<file path="src/rtl/cbpf_pkg.sv">
// ----------------------------------------------------------------------------
// cbpf_pkg: shared types and constants of the cutoff bond pair finder
// Widths of the atom store, the distance path and the square root chain.
// ----------------------------------------------------------------------------
package cbpf_pkg;

  // atom store
  localparam int MAX_ATOMS = 64;
  localparam int IDX_W     = $clog2(MAX_ATOMS);
  localparam int CNT_W     = $clog2(MAX_ATOMS + 1);

  // distance path
  localparam int COORD_W = 24;
  localparam int MAG_W   = 24;
  localparam int SQ_W    = 2 * MAG_W;
  localparam int SUM_W   = SQ_W + 2;
  localparam int CUT_W   = 21;
  localparam int RAD_W   = 2 * CUT_W;

  // square root chain, one result bit per cell
  localparam int ROOT_W = CUT_W;
  localparam int REM_W  = ROOT_W + 2;

  // configuration
  localparam int                 ADDR_W       = 3;
  localparam int                 DATA_W       = 32;
  localparam logic [0:0]         REG_CUTOFF   = 1'b0;
  localparam logic [CUT_W-1:0]   CUTOFF_RESET = 21'd104858;

  typedef logic signed [COORD_W-1:0] coord_t;

  typedef struct packed {
    coord_t x;
    coord_t y;
    coord_t z;
  } atom_t;

  // control that rides along with every beat of the distance path
  typedef struct packed {
    logic             bond;
    logic             fin;
    logic [IDX_W-1:0] idx;
  } beat_ctl_t;

  typedef struct packed {
    beat_ctl_t         ctl;
    logic [REM_W-1:0]  rem;
    logic [ROOT_W-1:0] root;
    logic [RAD_W-1:0]  rad;
  } sqrt_beat_t;

endpackage

</file>
<file path="src/rtl/cbpf_atom_ring.sv">
// ----------------------------------------------------------------------------
// cbpf_atom_ring: rotating atom store
// A ring of cells; each shift moves every atom one cell toward the head.
// The head atom wraps to the tail, or is replaced by the new atom at its slot.
// ----------------------------------------------------------------------------
module cbpf_atom_ring
  import cbpf_pkg::*;
(
  input  logic  clk,
  input  logic  shift,
  input  logic  insert,
  input  atom_t new_atom,
  output atom_t head
);

  atom_t cells [MAX_ATOMS];

  // shift toward the head, tail takes the head or the new atom
  always_ff @(posedge clk) begin
    if (shift) begin
      for (int k = 0; k < MAX_ATOMS - 1; k++) begin
        cells[k] <= cells[k+1];
      end
      cells[MAX_ATOMS-1] <= insert ? new_atom : cells[0];
    end
  end

  assign head = cells[0];

endmodule

</file>
<file path="config.mk">
export PLATFORM = sky130hd
export DESIGN_NAME = cbpf_atom_ring
export DESIGN_NICKNAME = d
export VERILOG_FILES = /design/src/rtl/cbpf_pkg.sv /design/src/rtl/cbpf_atom_ring.sv
export SDC_FILE = /design/constraint.sdc
export NUM_CORES = 2
export LEC_CHECK = 0
export BUFFER_PORTS_ARGS = -buffer_cell sky130_fd_sc_hd__buf_2
export CAP_MARGIN = 20
export CORE_UTILIZATION = 45
export CTS_CLUSTER_DIAMETER = 80
export DETAILED_ROUTE_END_ITERATION = 6
export PLACE_DENSITY = 0.66
export SYNTH_ARGS = -nofsm -noshare
export SYNTH_HDL_FRONTEND = slang
export SYNTH_MEMORY_MAX_BITS = 65536
export SYNTH_SLANG_ARGS = --single-unit
export TNS_END_PERCENT = 30
</file>
<file path="constraint.sdc">
create_clock -name clk -period 2.6 [get_ports clk]
set_input_delay 0.52 -clock clk [delete_from_list [all_inputs] [get_ports clk]]
set_output_delay 0.52 -clock clk [all_outputs]
set_load 0.05 [all_outputs]
</file>
# ---- After elaboration in Yosys (flattened, before gate mapping)
# Memories as Yosys holds them, arrays and structs flattened.
# Cells that the tools add are included.
# Widths: inputs -> output; s select.
dict set report totals {
  n_memories 1
  output_inout_bits 72
  ramBits 4608
  regBits 0
  word_cells 4
}
dict set report classes {
  mux 3
}
# memory words width read_ports rd_clocked_by_memory_dff write_ports line_no
set mem_list {}
lappend mem_list {cells 64 72 64 0 64 cbpf_atom_ring.sv:16} ;# atom_t cells [MAX_ATOMS];
# cell count
set op_table {}
lappend op_table {{$mux 72} 1}
lappend op_table {{$mux 1} 2}

# ---- Longest topological paths before layout
dict set report logic_depth {
  word_depth 2
  depth_mapped 3
  mapped_depth_nobuf 1
}

# ---- Worst setup path after synthesis
# OpenSTA, ideal clock, no wires.
dict set report synth_timing {
  path_type {input to register}
  from {input port insert}
  to {memory cells[1][2232] in the netlist's numbering (data pin)}
  slack_ns 1.209
  path_buffers 2
  required_ns 2.340
  stages 3
  t_arrival_ns 1.131
  cell_sequence {buf_6 buf_12 mux2_4}
}
# item line_no
set synth_rtl {}
lappend synth_rtl {{start: declaration} cbpf_atom_ring.sv:11} ;# input logic insert,
lappend synth_rtl {{end: declaration} cbpf_atom_ring.sv:16}

==> reports/metrics.sh <==
LARGEST_NET_DEGREE_AT_THE_START_OF_GLOBAL_ROUTING=177
DRT_FIRST_ITER_VIOLATIONS=4175
MIN_DELAY_SRC='insert'
SYNTHCELLS=4760
FINAL.FILL_COUNT=23000
SYNTHESIS.NETS=4835
IOS=147
LARGEST_REGISTER_FF_COUNT=4608
CRIT-REG2REG-CAPTURE='cells[1][2255]'
SYNTH_XOR_XNOR_AREA_SHARE_PCT=0
POST_SYNTH_FA_HA_MAJ_AREA_FRACTION_PCT=0
CTSHTREEMAXLEVEL=5
CTS_TREE='done'
FINAL.HOLD.WORST_SLACK_NS=0.107
PWR-SHARE-SEQ_PCT=57.7
CLK_PIN_SLEW_WORST_PATHS_NS=0.06
STARTPOINT_OF_THE_WORST_REGISTER_TO_REGISTER_PATH='cells[0][23]'
SYNTH-SEQ-AREA-SHARE_PCT=98.7
POWER_DENSITY_nW_PER_UM2=937
FLOORPLAN.INITIALDENSITY_PCT=45.3
P_TOTAL_uW=152000
TIMING.FINAL.HOLD_VIOLATIONS=0
CRIT_PATH_START_KIND='flop'
SYNTH.AVG_CELL_AREA_UM2=29.4
PATH_MAX_FANOUT=2
DESIGN.CORE.AREA_UM2=309000
ROUTE.VIAS.TOTAL=45400
IO_BUFFER_COUNT=146
TIMING.CRITICAL_PATH.SLOWEST_STAGE_CELL='sky130_fd_sc_hd__edfxtp_1'
IR_WORST_VDD_mV=0.629
POST-DP-HPWL_MM=71.2
CP_DATA_REQUIRED_TIME_NS=2.08
DETAIL-ROUTE-ANTENNA-NETS=0
CLK-INSERTION-DELAY-LATE_NS=0.93
GRT_SETUP_UNREPAIRED='no'
FINAL_LAYOUT_SIZE_SUFFIX_GT1_SHARE_PCT=16.5
FINALCLOCKSKEW_NS=0.0703
MAX_STAGE_DELAY_NS=0.58
FINAL_CELL_AREA_UM2=162000
TOTAL_INTERNAL_POWER_uW=122000
GRT_USAGE_PCT=10.6
DIE_H_UM=560
FINAL_NET_COUNT=5538
FLOP2FLOP_SETUP_SLACK_NS=1.43
NUMBER_OF_BUFFERS_ON_THE_LONGEST_CLOCK_PATH=4
SYNTH_SIMPLE_GATE_AREA_SHARE_PCT=0
SYNTH_MUX_AREA_SHARE_PCT=0.766
LARGEST-REGISTER='cells'
POST-CTS-SETUP-BUFFERS=0
TYPE_OF_ELEMENT_CAPTURING_THE_CRITICAL_PATH='output port'
SW_FRAC_OF_TOTAL_PCT=19.3
DRT-TOTAL-WL_MM=164
GRT_ANTENNA_BEFORE_REPAIR=5
CRIT_BUF_INV=1
FIRST_GLOBAL_VIAS=45200
FIRST_PASS_ITERS=5
TIMING.SLEW.HEADROOM_PCT=41.0
HOLDCRITPATHCLASS='primary input to flop'
CTS-BUFFERS-INSERTED=431
FF2FF_PATH_DEPTH=1
ACHIEVABLE-FREQUENCY_MHz=423
YOSYSWARNINGCOUNT=0
POWER.NET_SWITCHING_uW=29400
GLOBAL_ROUTE.OVERFLOW_TOTAL=0
WORST_HOLD_PATH.NUM_CELLS=2
FINALCRITICALPERIOD_NS=2.36
SETUP_TOTAL_NEGATIVE_SLACK_NS=0
PATH_CELLS='buf_2'
FIRST_PASS_GRT_WIRE_LENGTH_MM=267
NUMBER_OF_DISTINCT_LIBRARY_CELLS_AFTER_SYNTHESIS=6
DETAILED_PLACE.AREA_UM2=147000
POWER_FRAC_COMB_PCT=1.5
SYN_AREA_UM2=140000
STATUS='complete, no violations'
FINISH.UTILIZATION_PCT=52.4
POST_DRT_WL_PER_CELL_UM=16.4
ARRIVAL_NS=1.84
VIASPERCELL=4.57
REG_TOP3='cells (4608)'
MAXCAPVIOLATIONS=0
SETUP_VIOL_COUNT_FINAL=0
TIMING.FINAL.CRIT_SHARE_PCT=91.0
WORST_HOLD_PATH.ENDPOINT='cells[1][2232]'
FP.DIEAREA_UM2=314000
POWER.SHARE.CLOCK_PCT=40.8
CRITICAL-PATH-TOP-DELAY-FAMILY='flip-flops'
LEAKAGE_POWER_FIGURE_uW=0.0544
WORSTSETUPPATHTYPE='flop to output port'
SYNTH_COMPOUND_AREA_SHARE_PCT=0
ROWS=204
DETAIL_ROUTE.DRC_VIOLATIONS=0
CTS_ROOT_BUFFER='sky130_fd_sc_hd__clkbuf_16'
SYNTH_TOP_FAMILY_BY_AREA='multiplexers'
YOSYS_REGISTER_BITS=4608
TIGHTEST_SLEW_NS=0.886
AREA_DELTA_SYNTH_FINAL_PCT=15.6
TRITONCTS_SINKS=4608
FINAL-MAX-SLEW-VIOLATION-COUNT=0
DIE_WIDTH_UM=560
ROUTABILITYCONGESTION=0.689
[kinds of logic (layout without fill, tap and decap cells)]
family | count (synthesis) | after routing
flip-flops | 4608 | 4608
other | 0 | 2
buffers and inverters | 80 | 1143
multiplexers | 72 | 72
[metal layers]
layer	part of all wire, %	up-vias	global-route usage [%]
met5	0	-	0
met4	3.3	0	4.12
met3	4.3	393	2.14
met2	40	694	13.4
met1	52	23500	17.8
li1	-	20800	-
[worst max-delay path by stage]
stage / start / endpoint / slack (ns) / cells after the start
after floorplan: insert / cells[1][2232] / 1.21 / 3
after global placement: shift / cells[0][321] / 0.51 / 4
after detailed placement: shift / cells[0][2121] / 0.47 / 4
after CTS: cells[0][23] / head[23] / 0.07 / 1
after global routing: cells[0][23] / head[23] / 0.11 / 1
final: cells[0][23] / head[23] / 0.24 / 1
[layout make-up]
cell class              count  area [um^2]  area share [%]
well taps                4120         5150            3.18
clock buffers             512        11100            6.87
flip-flops and latches   4608       138000            85.4
repair buffers            350         3230            1.99
multi-input cells          72         1070           0.663
clock inverters           281         3040            1.88
diodes                      2         5.00         0.00309
[layout by cell type, fill, tap and decap left out]
| cell type | synthesis | routed |
|---|---|---|
| sky130_fd_sc_hd__clkinv_2 | 0 | 76 |
| sky130_fd_sc_hd__buf_6 | 1 | 1 |
| sky130_fd_sc_hd__mux2_2 | 2 | 2 |
| sky130_fd_sc_hd__clkinvlp_4 | 0 | 12 |
| sky130_fd_sc_hd__edfxtp_1 | 4608 | 4608 |
| sky130_fd_sc_hd__buf_2 | 0 | 144 |
| sky130_fd_sc_hd__clkinv_4 | 0 | 8 |
| sky130_fd_sc_hd__inv_6 | 0 | 7 |
| sky130_fd_sc_hd__clkbuf_1 | 0 | 79 |
| sky130_fd_sc_hd__mux2_4 | 70 | 70 |
| sky130_fd_sc_hd__clkinv_16 | 0 | 12 |
| sky130_fd_sc_hd__dlygate4sd3_1 | 0 | 72 |
| sky130_fd_sc_hd__clkbuf_16 | 0 | 433 |
| sky130_fd_sc_hd__clkinv_8 | 0 | 10 |
| sky130_fd_sc_hd__buf_4 | 72 | 71 |
| sky130_fd_sc_hd__inv_16 | 0 | 5 |
| sky130_fd_sc_hd__bufinv_16 | 0 | 47 |
| sky130_fd_sc_hd__buf_12 | 7 | 62 |
| sky130_fd_sc_hd__inv_8 | 0 | 2 |
| sky130_fd_sc_hd__diode_2 | 0 | 2 |
| sky130_fd_sc_hd__clkinv_1 | 0 | 102 |
[cells in the mapped netlist]
cell,n,share of area (%)
sky130_fd_sc_hd__edfxtp_1,4608,99
sky130_fd_sc_hd__mux2_2,2,0.016
sky130_fd_sc_hd__buf_4,72,0.39
sky130_fd_sc_hd__mux2_4,70,0.75
sky130_fd_sc_hd__buf_6,1,0.0080
sky130_fd_sc_hd__buf_12,7,0.10
[metrics by stage]
stage	setup slack, ns	std cells
floorplan	1.21	4760
global placement	0.511	9078
detailed placement	0.474	9078
CTS	0.0677	9943
global route	0.109	9944
finish	0.235	9945
[power by group through the flow]
stage          Clock, uW  Combinational, uW  Sequential [uW]
2_1_floorplan          0                488            88600
3_3_place_gp           0               2080            89200
3_5_place_dp           0               2190            89200
4_1_cts            64000               2250            87800
5_1_grt            66800               2400            88100
6_report           62000               2200            87700
[repair_timing]
action,in CTS,in global routing
resized for setup,0,0
endpoints found under the hold margin,72,0
hold buffers,72,0
Note: power is estimated with default switching activity, not from simulation.
