`config.mk`:
```
export PLATFORM = sky130hd
export DESIGN_NAME = cbpf_sqrt_cell
export DESIGN_NICKNAME = d
export VERILOG_FILES = /design/src/rtl/cbpf_pkg.sv /design/src/rtl/cbpf_sqrt_cell.sv
export SDC_FILE = /design/constraint.sdc
export NUM_CORES = 1
export LEC_CHECK = 0
export BUFFER_PORTS_ARGS = -buffer_cell sky130_fd_sc_hd__buf_2
export CAP_MARGIN = 5
export CORE_MARGIN = 2
export CORE_UTILIZATION = 49
export CTS_CLUSTER_DIAMETER = 60
export DETAILED_ROUTE_END_ITERATION = 12
export PLACE_DENSITY = 0.94
export SLEW_MARGIN = 20
export SYNTH_ARGS = -nofsm -noshare
export SYNTH_HDL_FRONTEND = slang
export SYNTH_SLANG_ARGS = --single-unit
```
`constraint.sdc`:
```
create_clock -name clk -period 4.9 [get_ports clk]
set_input_delay 1.47 -clock clk [delete_from_list [all_inputs] [get_ports clk]]
set_output_delay 1.47 -clock clk [all_outputs]
set_load 0.05 [all_outputs]
```
`src/rtl/cbpf_pkg.sv`:
```
// ----------------------------------------------------------------------------
// cbpf_pkg: shared types and constants of the cutoff bond pair finder
// Widths of the atom store, the distance path and the square root chain.
// ----------------------------------------------------------------------------
package cbpf_pkg;

  // atom store
  localparam int MAX_ATOMS = 64;
  localparam int IDX_W     = $clog2(MAX_ATOMS);
  localparam int CNT_W     = $clog2(MAX_ATOMS + 1);

  // distance path
  localparam int COORD_W = 24;
  localparam int MAG_W   = 24;
  localparam int SQ_W    = 2 * MAG_W;
  localparam int SUM_W   = SQ_W + 2;
  localparam int CUT_W   = 21;
  localparam int RAD_W   = 2 * CUT_W;

  // square root chain, one result bit per cell
  localparam int ROOT_W = CUT_W;
  localparam int REM_W  = ROOT_W + 2;

  // configuration
  localparam int                 ADDR_W       = 3;
  localparam int                 DATA_W       = 32;
  localparam logic [0:0]         REG_CUTOFF   = 1'b0;
  localparam logic [CUT_W-1:0]   CUTOFF_RESET = 21'd104858;

  typedef logic signed [COORD_W-1:0] coord_t;

  typedef struct packed {
    coord_t x;
    coord_t y;
    coord_t z;
  } atom_t;

  // control that rides along with every beat of the distance path
  typedef struct packed {
    logic             bond;
    logic             fin;
    logic [IDX_W-1:0] idx;
  } beat_ctl_t;

  typedef struct packed {
    beat_ctl_t         ctl;
    logic [REM_W-1:0]  rem;
    logic [ROOT_W-1:0] root;
    logic [RAD_W-1:0]  rad;
  } sqrt_beat_t;

endpackage

```
`src/rtl/cbpf_sqrt_cell.sv`:
```
// ----------------------------------------------------------------------------
// cbpf_sqrt_cell: one digit of a pipelined integer square root
// Brings down two radicand bits, tries root*4+1 against the remainder and
// shifts the resulting root bit in.
// ----------------------------------------------------------------------------
module cbpf_sqrt_cell
  import cbpf_pkg::*;
(
  input  logic       clk,
  input  logic       rst,
  input  sqrt_beat_t din,
  output sqrt_beat_t dout
);

  logic [REM_W+1:0] cur;
  logic [REM_W+1:0] trial;
  logic             ge;
  logic [REM_W+1:0] diff;
  sqrt_beat_t       step_next;

  // trial subtract for this digit
  always_comb begin
    cur   = {din.rem, din.rad[RAD_W-1 -: 2]};
    trial = {2'b00, din.root, 2'b01};
    ge    = (cur >= trial);
    diff  = cur - trial;
    step_next.ctl  = din.ctl;
    step_next.rem  = ge ? diff[REM_W-1:0] : cur[REM_W-1:0];
    step_next.root = {din.root[ROOT_W-2:0], ge};
    step_next.rad  = {din.rad[RAD_W-3:0], 2'b00};
  end

  // control is reset, data just follows
  always_ff @(posedge clk) begin
    if (rst) begin
      dout.ctl <= '0;
    end else begin
      dout.ctl <= step_next.ctl;
    end
    dout.rem  <= step_next.rem;
    dout.root <= step_next.root;
    dout.rad  <= step_next.rad;
  end

endmodule
```
* Yosys cells after proc, flatten, opt, wreduce, memory -nomap -nowiden *
Index checks and enable logic that the tools add are counted.
Widths: inputs -> output; s select.

word-level totals
  input port bits = 96
  register bits = 92
  word-level logic and storage cells = 9

operators by class
  $add $sub $neg = 1
  magnitude comparators = 1
  mux-type cells = 1

operators with widths
  kind            number
  $ge 25x23->1    1
  $mux 23         1
  $sub 23x23->23  1

* Longest topological paths before layout *
Gate-level depths: netlist of the first run.

  depth in word-level cells = 2
  gate-level depth with buffers = 12

* Worst setup path after synthesis of the first run *
Ideal clock, no wire load.

  path kind = input to register
  start point = input port din[59] (netlist name)
  end point = register dout[73] (netlist name)
  path buffers = 3
  arrival time = 3,547 ps
  cell stages on the path = 12
  path slack = 1,232 ps
  setup time = 121 ps
  cell sequence = inv_1 > ha_1 > buf_2 > and4_1 > nand4_1 > nor4_2 > o31ai_4 > and2_1 > buf_6 > inv_6 > buf_12 > mux2_4

RTL lines
  item         RTL line              RTL
  from (decl)  cbpf_sqrt_cell.sv:11  input sqrt_beat_t din,
  to (decl)    cbpf_sqrt_cell.sv:12  output sqrt_beat_t dout

==> results.toml, run 1 <==
[critical_path]
crit_arrival_ps = 4030
cp-end-kind = "flop"
startpoint = "din[42]"
critPathLaunchType = "input port"
crit_type = "input port to flop"
crit_required_ps = 5150
path_max_fanout = 16

[synth]
yosys-top-cells-area = "dfxtp_1, ha_1, mux2_4"
yosys.area.top_type_share = 0.499
ys.flop_type = "dfxtp_1"
async_flop_share = 0
synthXorXnorAreaFrac = 0.0380
synth_area_um2 = 3690
yosys-top-cells-count = "dfxtp_1, inv_1, ha_1"
synth-edff-count = 0
synth.most_common_cell = "dfxtp_1"
synth_compound_area_frac = 0.143
yosys_warnings = 0
synth-adder-area-share = 0.0779
synthMuxAreaShare = 0.0654
avgSynthCellArea_um2 = 10.5
yosysSeqAreaShare = 0.499
yosys.area_share.simple = 0.123
synth_top_family_by_area = "compound AO/OA/AOI/OAI gates"
syn_inst = 352
yosys.cell_types.count = 54
synth-seq-cells = 92
synth_top_area_cell = "dfxtp_1"

[final_layout]
nets = 659
largest_register_ff_count = 92
diodes = 0
final.fill_count = 626
registers.top_by_ff_count = "dout"
final_core_util = 0.668
area_growth_pct = 32.0
layout-drive-gt1-share = 0.422
top_regs = "dout x92"

[sta]
relSlewSlack = 0.628
fmax_mhz = 265
period_needed_ps = 3780
period_share = 0.771
setup_ws_ps = 1120
final_hold_viol_count = 0
slew_violations = 0
setup_violations = 0
rsz0062_at_grt = "no"
worst_pin_slew_ps = 552
setup_tns_ps = 0

[drt]
drt_wl_total_um = 9930
vias = 3254
drt-initial-drc-count = 164
vias_per_cell = 5.05
drc = 0
antenna_left = 0
dr.pass1.iters = 4
route.detailed.wl_per_inst_um = 15.4

[power]
peakVddDrop_mv = 0.206
total_power_uw = 1960
clkPwrFrac = 0.248
switching_power_uw = 740
p_seq_frac = 0.427
cell_internal_pwr_uw = 1220
switching_share = 0.377
p_leak_uw = 0.00247
p_per_area_nw_per_um2 = 403
pwr-share-comb = 0.325

[clocking]
clockRootBuffer = "clkbuf_8"
cts_sinks = 92
cts_hold_buf = 0
cts_tree = "yes"
clock_path_buffers = 2
cts_setup_buffers = 0
cts-resized-gates = 0
numCtsBuffers = 9
clk_pin_slew_ps = 90
htreeDepth = 3

[die]
num_io_pins = 190
die_h_um = 90.8
dieArea_um2 = 8250
row_count = 31
initial_utilization = 0.506
die_w_um = 90.8
design.core.area_um2 = 7290

[placement]
portBuffers = 187
dp_hpwl_um = 8060
dpl_worst_slack_ps = 738
gp_congestion = 0.848

[run_status]
status = "finished, final reports clean"

[job]
drv_cap = 0

[global_routing]
overflow = 0
grt_pass1_wl_um = 15500
grt_pass1_vias = 3163
antenna_found_initial = 0
grt.total_usage = 0.239
grt_max_degree = 18

[min_path]
hp-start = "din[28]"
worstHoldPathType = "input port to flop"
[critical path, cell delays in order]
cell	delay, ps
buf_2	90
inv_1	40
ha_1	320
o21ai_0	180
a221oi_2	470
o21a_1	220
o2111ai_2	230
and2_1	390
inv_6	240
mux2_2	360
[worst paths after layout]
path / slack (ps) / cells after the start / end
worst min-delay path: 1210 / 1 / dout[30]
worst max-delay path: 1120 / 10 / dout[72]
[through the flow]
step / area [um2] / cells / hold slack [ps]
finish: 4870 / 644 / 1210
global route: 4870 / 644 / 1180
CTS: 4870 / 644 / 1200
detailed placement: 4680 / 628 / 1570
global placement: 4680 / 628 / 1570
floorplan: 3700 / 353 / 1500
[power groups by stage]
stage	Combinational (uW)	Clock [uW]	Sequential, uW
finish	638	486	838
global route	674	531	845
CTS	640	499	839
detailed placement	637	0	855
global placement	630	0	854
floorplan	216	0	1120
[layout make-up]
type	count	area [um2]	share of cell area
clock buffers	10	138	0.0282
multi-input cells	219	1660	0.340
flip-flops and latches	92	1840	0.378
inverters	31	121	0.0249
well taps	99	124	0.0254
clock inverters	6	53.8	0.0110
repair buffers	187	936	0.192
[layout by cell type, fill, tap and decap left out, drive strengths merged, types with 11 or more instances in the layout]
master,count
inv,35
nor2,14
a21oi,20
mux2,17
buf,187
o21ai,16
xnor2,11
ha,23
nand3,12
nand2,17
dfxtp,92
[cell families after synthesis]
kind of cell,count (synthesis)
buffers and inverters,42
other,1
flip-flops,92
XOR/XNOR,16
adder cells (fa/ha/maj),23
multiplexers,19
AO/OA/AOI/OAI,73
AND/OR/NAND/NOR,86
[routing by layer]
metal  share of wire  track usage
met2            0.51        0.431
met4           0.032       0.0985
met1            0.39        0.260
met3           0.068       0.0743
met5               0            0
(Power assumes the default switching activity.)
==> run 2: changes to the inputs <==
- CORE_UTILIZATION: 49 -> 45
- PLACE_DENSITY: 0.94 -> 0.87
- clock period: 4.9 -> 3.5 ns (I/O delays scaled with it)
==> run 2 against run 1 <==
Against the previous run: clock power grew 57%; total power grew 45%; worst hold slack lost 430 ps; utilization shrank 5.2 points; sequential power grew 40%; worst setup slack lost 630 ps; cell count grew 2.6%; via count grew 2.2%; highest routed layer unchanged.
==> results.toml, run 2 (synthesized netlist as in run 1, its figures left out) <==
[min_path]
worstHoldPathType = "input port to flop"

[sta]
relSlewSlack = 0.629
setup_tns_ps = 0
period_share = 0.861
setup_violations = 0
period_needed_ps = 3010
worst_pin_slew_ps = 550
fmax_mhz = 332
final_hold_viol_count = 0
rsz0062_at_grt = "no"
slew_violations = 0

[final_layout]
layout_common_cells = "buf_2, dfxtp_1, inv_1"
multiInputGateArea_um2 = 1660
final_common_cell = "buf_2"
area_growth_pct = 35.0
registers.top_by_ff_count = "dout"
final.fill_count = 679
diodes = 0
largest_register_ff_count = 92
regArea_um2 = 1840
top_regs = "dout x92"
nets = 670
layout-drive-gt1-share = 0.433

[drt]
dr.pass1.iters = 4
vias_per_cell = 5.03
drt_wl_total_um = 10400
drc = 0
route.detailed.wl_per_inst_um = 15.7
drt-initial-drc-count = 152
vias = 3326
antenna_left = 0

[global_routing]
grt.total_usage = 0.226
overflow = 0
antenna_found_initial = 0
grt_max_degree = 19
grt_pass1_vias = 3293
grt_pass1_wl_um = 15400

[power]
total_power_uw = 2850
peakVddDrop_mv = 0.229
p_per_area_nw_per_um2 = 571
p_leak_uw = 0.00253

[run_status]
status = "finished, final reports clean"

[critical_path]
crit_arrival_ps = 3280
path_max_fanout = 8
critPathLaunchType = "input port"
crit_type = "input port to flop"
slowest_stage = "nor4_2"
critical_path.max_stage_delay_ps = 420
cp_top_family = "simple AND/OR/NAND/NOR gates"
crit_required_ps = 3760
cp-end-kind = "flop"
path_cells = "buf_2, inv_1, ha_1, and4_1, nand4_1, nor4_2, o31ai_4, and2_1, buf_4, o41ai_1"
critPathBufInv = 3

[clocking]
clockRootBuffer = "clkbuf_8"
clk_pin_slew_ps = 110
cts-resized-gates = 0
clock_path_buffers = 2
cts_tree = "yes"
cts_setup_buffers = 0
cts_hold_buf = 0
numCtsBuffers = 9
htreeDepth = 3
cts_sinks = 92

[placement]
dp_hpwl_um = 8150
portBuffers = 187
gp_congestion = 0.981

[die]
dieArea_um2 = 8950
num_io_pins = 190
row_count = 33
initial_utilization = 0.456
design.core.area_um2 = 8090
die_h_um = 94.6
die_w_um = 94.6

[job]
drv_cap = 0
-- run 2: metal layers --
| metal | global-route usage | routed length [um] |
|---|---|---|
| met1 | 0.219 | 3540 |
| met5 | 0 | 0 |
| met3 | 0.0838 | 1130 |
| met4 | 0.139 | 455 |
| met2 | 0.407 | 5230 |
-- run 2: through the flow --
stage	setup WS, ps	area [um2]	hold WS, ps	cells	util
2_1_floorplan	252	3700	1080	353	-
3_3_place_gp	215	4770	1150	645	0.590
3_5_place_dp	89.0	4770	1150	645	0.590
4_1_cts	454	4980	769	661	0.616
5_1_grt	362	4980	759	661	0.616
6_report	486	4980	778	661	0.616
-- run 2: cell type report --
cell class                 count  area share
clock buffer                   9      0.0249
clock inverter                 7      0.0178
inverter                      31      0.0244
multi-input combinational    219       0.333
sequential                    92       0.370
tap                          105      0.0264
timing repair buffer         198       0.204
-- run 2: final timing paths --
check,cells past startpoint,endpoint,slack [ps],from
setup / recovery,10,dout[80],490,din[53]
hold / removal,1,dout[28],780,din[26]
-- run 2: power by group --
part	total, uW	switching, uW	leakage, uW	internal, uW
sequential	1170	24.4	0.000775	1150
clock	762	417	0.000104	345
combinational	911	630	0.00165	281
total	2850	1070	0.00253	1780
==> run 3: changes to the inputs <==
- CORE_UTILIZATION: 45 -> 35
- PLACE_DENSITY: 0.87 -> 0.72
==> run 3 against run 2 <==
Against the previous run: combinational power decreased by 0.8%; first-iteration DRC count is 11% lower; cell area is 0.50% higher; critical endpoint is now dout[71]; sequential power about the same; total power shrank 2.2%; sequential cell count did not move; worst setup slack improved by 46 ps; maximum frequency grew 1.5%.
==> results.toml, run 3 (synthesized netlist as in run 1, its figures left out) <==
[critical_path]
crit_type = "input port to flop"
crit_arrival_ps = 3210
path_max_fanout = 16
critPathLaunchType = "input port"
crit_required_ps = 3740
cp-end-kind = "flop"

[sta]
setup_tns_ps = 0
period_share = 0.848
final_hold_viol_count = 0
fmax_mhz = 337
period_needed_ps = 2970
slew_violations = 0
setup_violations = 0
rsz0062_at_grt = "no"

[power]
cell_internal_pwr_uw = 1770
total_power_uw = 2780
peakVddDrop_mv = 0.206
p_per_area_nw_per_um2 = 556
clkPwrFrac = 0.255
pwr-share-comb = 0.325
p_leak_uw = 0.00252
switching_power_uw = 1020
p_seq_frac = 0.421
switching_share = 0.365

[run_status]
status = "finished, final reports clean"

[placement]
gp_congestion = 0.836
numPlacedInstances = 676
dp_hpwl_um = 8160
portBuffers = 187
placed_cell_area_um2 = 4810

[drt]
drc = 0
antenna_left = 0
vias_per_cell = 4.62
dr.pass1.iters = 4
vias = 3199
drt-initial-drc-count = 136
drt_wl_total_um = 9810
route.detailed.wl_per_inst_um = 14.2

[global_routing]
grt_pass1_vias = 3062
grt_pass1_wl_um = 14900
grt.total_usage = 0.169
overflow = 0
antenna_found_initial = 0
grt_max_degree = 17

[clocking]
cts_hold_buf = 0
numCtsBuffers = 9
clock_path_buffers = 2
cts_tree = "yes"
clockRootBuffer = "clkbuf_8"
cts_sinks = 92
cts-resized-gates = 0
clk_pin_slew_ps = 90
cts_setup_buffers = 0
htreeDepth = 3

[job]
drv_cap = 0

[die]
initial_utilization = 0.359
die_w_um = 107
design.core.area_um2 = 10300
row_count = 37
die_h_um = 107
dieArea_um2 = 11400
num_io_pins = 190

[final_layout]
largest_register_ff_count = 92
layout-drive-gt1-share = 0.432
regArea_um2 = 1840
final.fill_count = 1008
nets = 670
area_growth_pct = 35.6
top_regs = "dout x92"
fin_cells = 692
multiInputGateArea_um2 = 1660
final_common_cell = "buf_2"
final_cell_area_um2 = 5010
diodes = 0
layout_common_cells = "buf_2, dfxtp_1, inv_1"
registers.top_by_ff_count = "dout"

[min_path]
worstHoldPathType = "input port to flop"
-- run 3: layer usage --
layer  vias to the layer above  wire length (um)  track usage
met3                         5               765       0.0498
met4                         0                69       0.0538
met5                         -                 0            0
li1                       1619                 -            -
met2                       120              5220        0.323
met1                      1455              3750        0.177
-- run 3: worst max-delay path, cell delays in order --
cell,delay [ps]
buf_2,90
inv_1,40
ha_1,370
and4_1,290
nand4_1,140
nor4_2,410
o31ai_4,80
and2_1,200
inv_6,180
mux2_2,350
-- run 3: stage by stage --
stage	util	worst slack, ps	hold WS, ps
global route	0.487	391	765
global placement	0.468	198	1150
detailed placement	0.468	135	1150
CTS	0.487	515	770
finish	0.487	532	787
floorplan	-	252	1080
-- run 3: final timing paths --
kind     from        to  slack, ps  cells after the start
max   din[61]  dout[71]        530                     10
min   din[39]  dout[41]        790                      1
-- run 3: area by class of cell --
cell class / count / share of cell area
sequential: 92 / 0.368
multi-input combinational: 219 / 0.331
timing repair buffer: 198 / 0.203
tap: 136 / 0.0340
clock buffer: 10 / 0.0255
inverter: 31 / 0.0242
clock inverter: 6 / 0.0142
-- run 3: power groups by stage --
stage / sequential (uW) / combinational [uW] / clock [uW]
CTS: 1170 / 912 / 735
global placement: 1200 / 902 / 0
finish: 1170 / 904 / 709
detailed placement: 1200 / 908 / 0
floorplan: 1570 / 302 / 0
global route: 1180 / 962 / 778
